<file path="config.mk">
export PLATFORM = sky130hd
export DESIGN_NAME = fvn_hash
export DESIGN_NICKNAME = d
export VERILOG_FILES = /design/src/sv/fvn_pkg.sv /design/src/sv/fvn_hash.sv
export SDC_FILE = /design/constraint.sdc
export NUM_CORES = 2
export LEC_CHECK = 0
export ABC_AREA = 1
export BUFFER_PORTS_ARGS = -buffer_cell sky130_fd_sc_hd__buf_2
export CAP_MARGIN = 10
export CORE_MARGIN = 2
export CORE_UTILIZATION = 55
export CTS_CLUSTER_SIZE = 25
export DETAILED_ROUTE_END_ITERATION = 10
export HOLD_SLACK_MARGIN = 0.05
export PLACE_DENSITY_LB_ADDON = 0.12
export SLEW_MARGIN = 10
export SYNTH_ARGS = -nofsm -noshare
export SYNTH_HDL_FRONTEND = slang
export SYNTH_SLANG_ARGS = --single-unit
</file>
<file path="constraint.sdc">
create_clock -name clk -period 23.6 [get_ports clk]
set_input_delay 3.54 -clock clk [delete_from_list [all_inputs] [get_ports clk]]
set_output_delay 3.54 -clock clk [all_outputs]
set_load 0.01 [all_outputs]
</file>
<file path="src/sv/fvn_pkg.sv">
// Shared types, constants and register codes for the fractal value-noise block.
`timescale 1ns / 1ps
package fvn_pkg;

  localparam int MAX_OCTAVES_DEF = 8;
  localparam int WEIGHT_DEPTH_DEF = 256;
  localparam logic [63:0] HALF_PI_Q30 = 64'd1686629713;

  localparam logic [31:0] HASH_MUL_Y = 32'd57;
  localparam logic [31:0] HASH_K1 = 32'd15731;
  localparam logic [31:0] HASH_K2 = 32'd789221;
  localparam logic [31:0] HASH_K3 = 32'd1376312589;
  localparam logic [31:0] HASH_MASK = 32'h7fffffff;

  typedef enum logic [2:0] {
    REG_BASE_FREQ = 3'd0,
    REG_PERSIST   = 3'd1,
    REG_OCTAVES   = 3'd2,
    REG_SEED      = 3'd3,
    REG_MIN       = 3'd4,
    REG_MAX       = 3'd5
  } reg_idx_t;

  typedef enum logic [3:0] {
    S_IDLE,
    S_SCALE_X,
    S_SCALE_Y,
    S_OCT_SETUP,
    S_HASH_ISSUE,
    S_HASH_WAIT,
    S_BLEND_X0,
    S_BLEND_X1,
    S_BLEND_Y,
    S_ACCUM,
    S_AMP,
    S_FINISH
  } state_t;

  typedef struct packed {
    logic        start;
    logic [31:0] a;
    logic [31:0] b;
  } hash_req_t;

  typedef struct packed {
    logic        done;
    logic [30:0] result;
  } hash_rsp_t;

endpackage

</file>
<file path="src/sv/fvn_hash.sv">
// Multi-cycle lattice hash over one shared 32x32 wrapping multiplier.
`timescale 1ns / 1ps
module fvn_hash (
  input  logic              clk,
  input  logic              rst,
  input  fvn_pkg::hash_req_t req,
  output fvn_pkg::hash_rsp_t rsp
);

  logic        busy;
  logic [1:0]  phase;
  logic [31:0] n;
  logic [31:0] p;
  logic        done;
  logic [31:0] mix;
  logic [31:0] mul_a;
  logic [31:0] mul_b;
  logic [31:0] prod;

  assign mix = (req.a + req.b * fvn_pkg::HASH_MUL_Y) ^
               ((req.a + req.b * fvn_pkg::HASH_MUL_Y) << 13);

  always_comb begin
    case (phase)
      2'd0: begin
        mul_a = n;
        mul_b = n;
      end
      2'd1: begin
        mul_a = p;
        mul_b = fvn_pkg::HASH_K1;
      end
      default: begin
        mul_a = n;
        mul_b = p;
      end
    endcase
  end

  assign prod = mul_a * mul_b;

  always_ff @(posedge clk) begin
    if (rst) begin
      busy  <= 1'b0;
      phase <= 2'd0;
      done  <= 1'b0;
    end else begin
      done <= 1'b0;
      if (!busy) begin
        if (req.start) begin
          n     <= mix;
          busy  <= 1'b1;
          phase <= 2'd0;
        end
      end else begin
        case (phase)
          2'd0: begin
            p     <= prod;
            phase <= 2'd1;
          end
          2'd1: begin
            p     <= prod + fvn_pkg::HASH_K2;
            phase <= 2'd2;
          end
          default: begin
            p     <= (prod + fvn_pkg::HASH_K3) & fvn_pkg::HASH_MASK;
            busy  <= 1'b0;
            done  <= 1'b1;
            phase <= 2'd0;
          end
        endcase
      end
    end
  end

  assign rsp.done   = done;
  assign rsp.result = p[30:0];

endmodule

</file>
==> metrics <==
status finished, final reports clean; final worst-path cycle share 48.2%; Longest Clk Path Bufs 2; Reg-to-Reg Start phase[1]$_SDFFE_PP0P_; Setup Crit Path Kind register to register; core area 43200 um2; met1 wire length 30900 um; flop-to-flop setup slack 12220 ps; fin crit period 11380 ps; RSZ-0062 raised after global routing false; Post-CTS Setup Inserts 0; # hold bufs at CTS 0; Avg Inst Size Synth 7.49 um2; Detail Route met3 WL 5580 um; CP max stage delay 1010 ps; CTS tree built; EDFF count, synth 62; fin nets 3994; dpl hpwl 62000 um; DR pass1 iterations 5; GRT overflow 0; Slew Viols, Final 0; Initial DRC Count 1638; CTS Sinks 66; Synth Register Bits 66; H-tree levels 3; Worst Setup EP p[30]$_DFFE_PP_; largest net degree at the start of global routing 63; via count 20900; Num CTS Buffers 9; root buf cell clkbuf_16; Peak Freq 0.0878 GHz; worst path arrival time about 11000 ps; number of port buffers 96; layout cells sized above 1 between 5 and 6%; worst skew pair latency 330 ps; post-CTS sizing 0; commonest register cell after synthesis edfxtp_1; # setup viols final 0; Mapped Area between 20000 and 25000 um2; die height 213 um; initial antenna violation count 1; worst setup path start phase[1]$_SDFFE_PP0P_; register area share after synthesis ~8.1%; metal2 WL approximately 34000 um; worst-path maximum fanout 34; Worst R2R Path Depth 33; Starting Density 55.8%; Critical Path End Type register; Rel. slew slack a little over a quarter; gr usage total 33.5%; crit start category register; Netlist cell types 49; area delta synth->final 5.97%; Required @ worst endpoint approximately 24000 ps; Setup TNS Final 0 ps; Mapped Cells around 3200; Hold Vio Cnt, Final 0; MaxCap Viol Count 0; DR top layer met5; routability cong. a little over 0.9; Worst-Margin Slew 1090 ps; Post-DRT Antenna Nets 0; worst hold path type register to register; worst reg2reg endpoint p[30]$_DFFE_PP_; vias in the first global route 21300; Die W 213 um; final WL 73800 um; # DRC 0; Via-to-Cell Ratio 5.39; die area 45500 um2; most frequent cells in the layout nand2_1, inv_1, fa_1; Final Skew approximately 8.7 ps; commonest non-fill, non-tap cell in the layout nand2_1; asr flop ratio synth 0%; io pins ~100; Ys Warns 0; Mapped Nets 3925; first-pass GRT wire length 115000 um; slowest CP cell o22ai_1; site row count 76; CTS clk-pin slew, worst paths 60 ps; DR WL/cell 19.0 um
worst min path at each step:
stage	start	to	slack, ps	cells past startpoint
6_report	busy$_SDFF_PP0_	phase[0]$_SDFFE_PP0P_	510	2
5_1_grt	busy$_SDFF_PP0_	phase[0]$_SDFFE_PP0P_	550	2
4_1_cts	busy$_SDFF_PP0_	phase[0]$_SDFFE_PP0P_	510	2
3_5_place_dp	busy$_SDFF_PP0_	phase[0]$_SDFFE_PP0P_	500	2
3_3_place_gp	busy$_SDFF_PP0_	busy$_SDFF_PP0_	500	2
2_1_floorplan	busy$_SDFF_PP0_	busy$_SDFF_PP0_	470	2
worst max-delay path: cells and delay by family, from the launching register on:
| kind | cells | cell delay [ps] |
|---|---|---|
| adder cells (fa/ha/maj) | 9 | 4340 |
| AND/OR/NAND/NOR | 15 | 2720 |
| AO/OA/AOI/OAI | 3 | 1950 |
| buffers and inverters | 6 | 1780 |
| flip-flops | 1 | 320 |
flip-flops by register name, summed over array words and instances (netlist names):
name	count
busy	1
p	31
n	31
done	1
phase	2
synthesized netlist by cell type, drive strengths merged (9+ instances only):
cell / count / area share [%]
a21oi: 62 / 1.3
buf: 27 / 0.65
clkbuf: 38 / 0.59
edfxtp: 62 / 7.7
fa: 456 / 38
ha: 184 / 9.6
inv: 811 / 13
nand2: 830 / 13
nand3: 124 / 2.6
nand3b: 19 / 0.59
nand4: 30 / 0.78
nor2: 341 / 5.4
nor3: 9 / 0.19
o21ai: 75 / 1.7
o22ai: 9 / 0.31
xnor2: 31 / 1.1
xor2: 64 / 2.3
layout make-up:
| type | instances | area [um2] |
|---|---|---|
| well taps | 585 | 732 |
| inverters | 817 | 3070 |
| multi-input cells | 2270 | 18800 |
| clock buffers | 9 | 225 |
| diodes | 1 | 2.50 |
| repair buffers | 123 | 683 |
| flip-flops and latches | 66 | 1940 |
| fillers | 4153 | 17600 |
| clock inverters | 7 | 82.6 |
per-layer routing:
metal,track usage (%),vias up
met5,0,-
met4,14.8,2
met3,4.59,182
met2,54.2,869
met1,45.2,10200
li1,-,9630
kinds of logic (layout without fill, tap and decap cells):
logic type,after synthesis,count (layout),share of synthesized area (%)
compound gates,179,179,4.47
xor+xnor,95,95,3.45
fa+ha+maj,640,640,47.4
buf+inv,882,956,14.0
flops,66,66,8.06
other cells,0,1,0
simple gates,1356,1356,22.6
per-stage QoR:
step                instances  worst slack [ps]  utilization, %  hold slack (ps)  instance area [um2]
floorplan                3218             15590               -              475                24100
global placement         3861             12590            58.4              495                25200
detailed placement       3861             12420            58.4              499                25200
CTS                      3877             12410            59.1              508                25500
global route             3877             11690            59.1              549                25500
finish                   3878             12220            59.1              511                25500
Power is left out: the tool's default activity adds up to more than one toggle a clock period on the data nets, which glitch-free logic cannot reach.
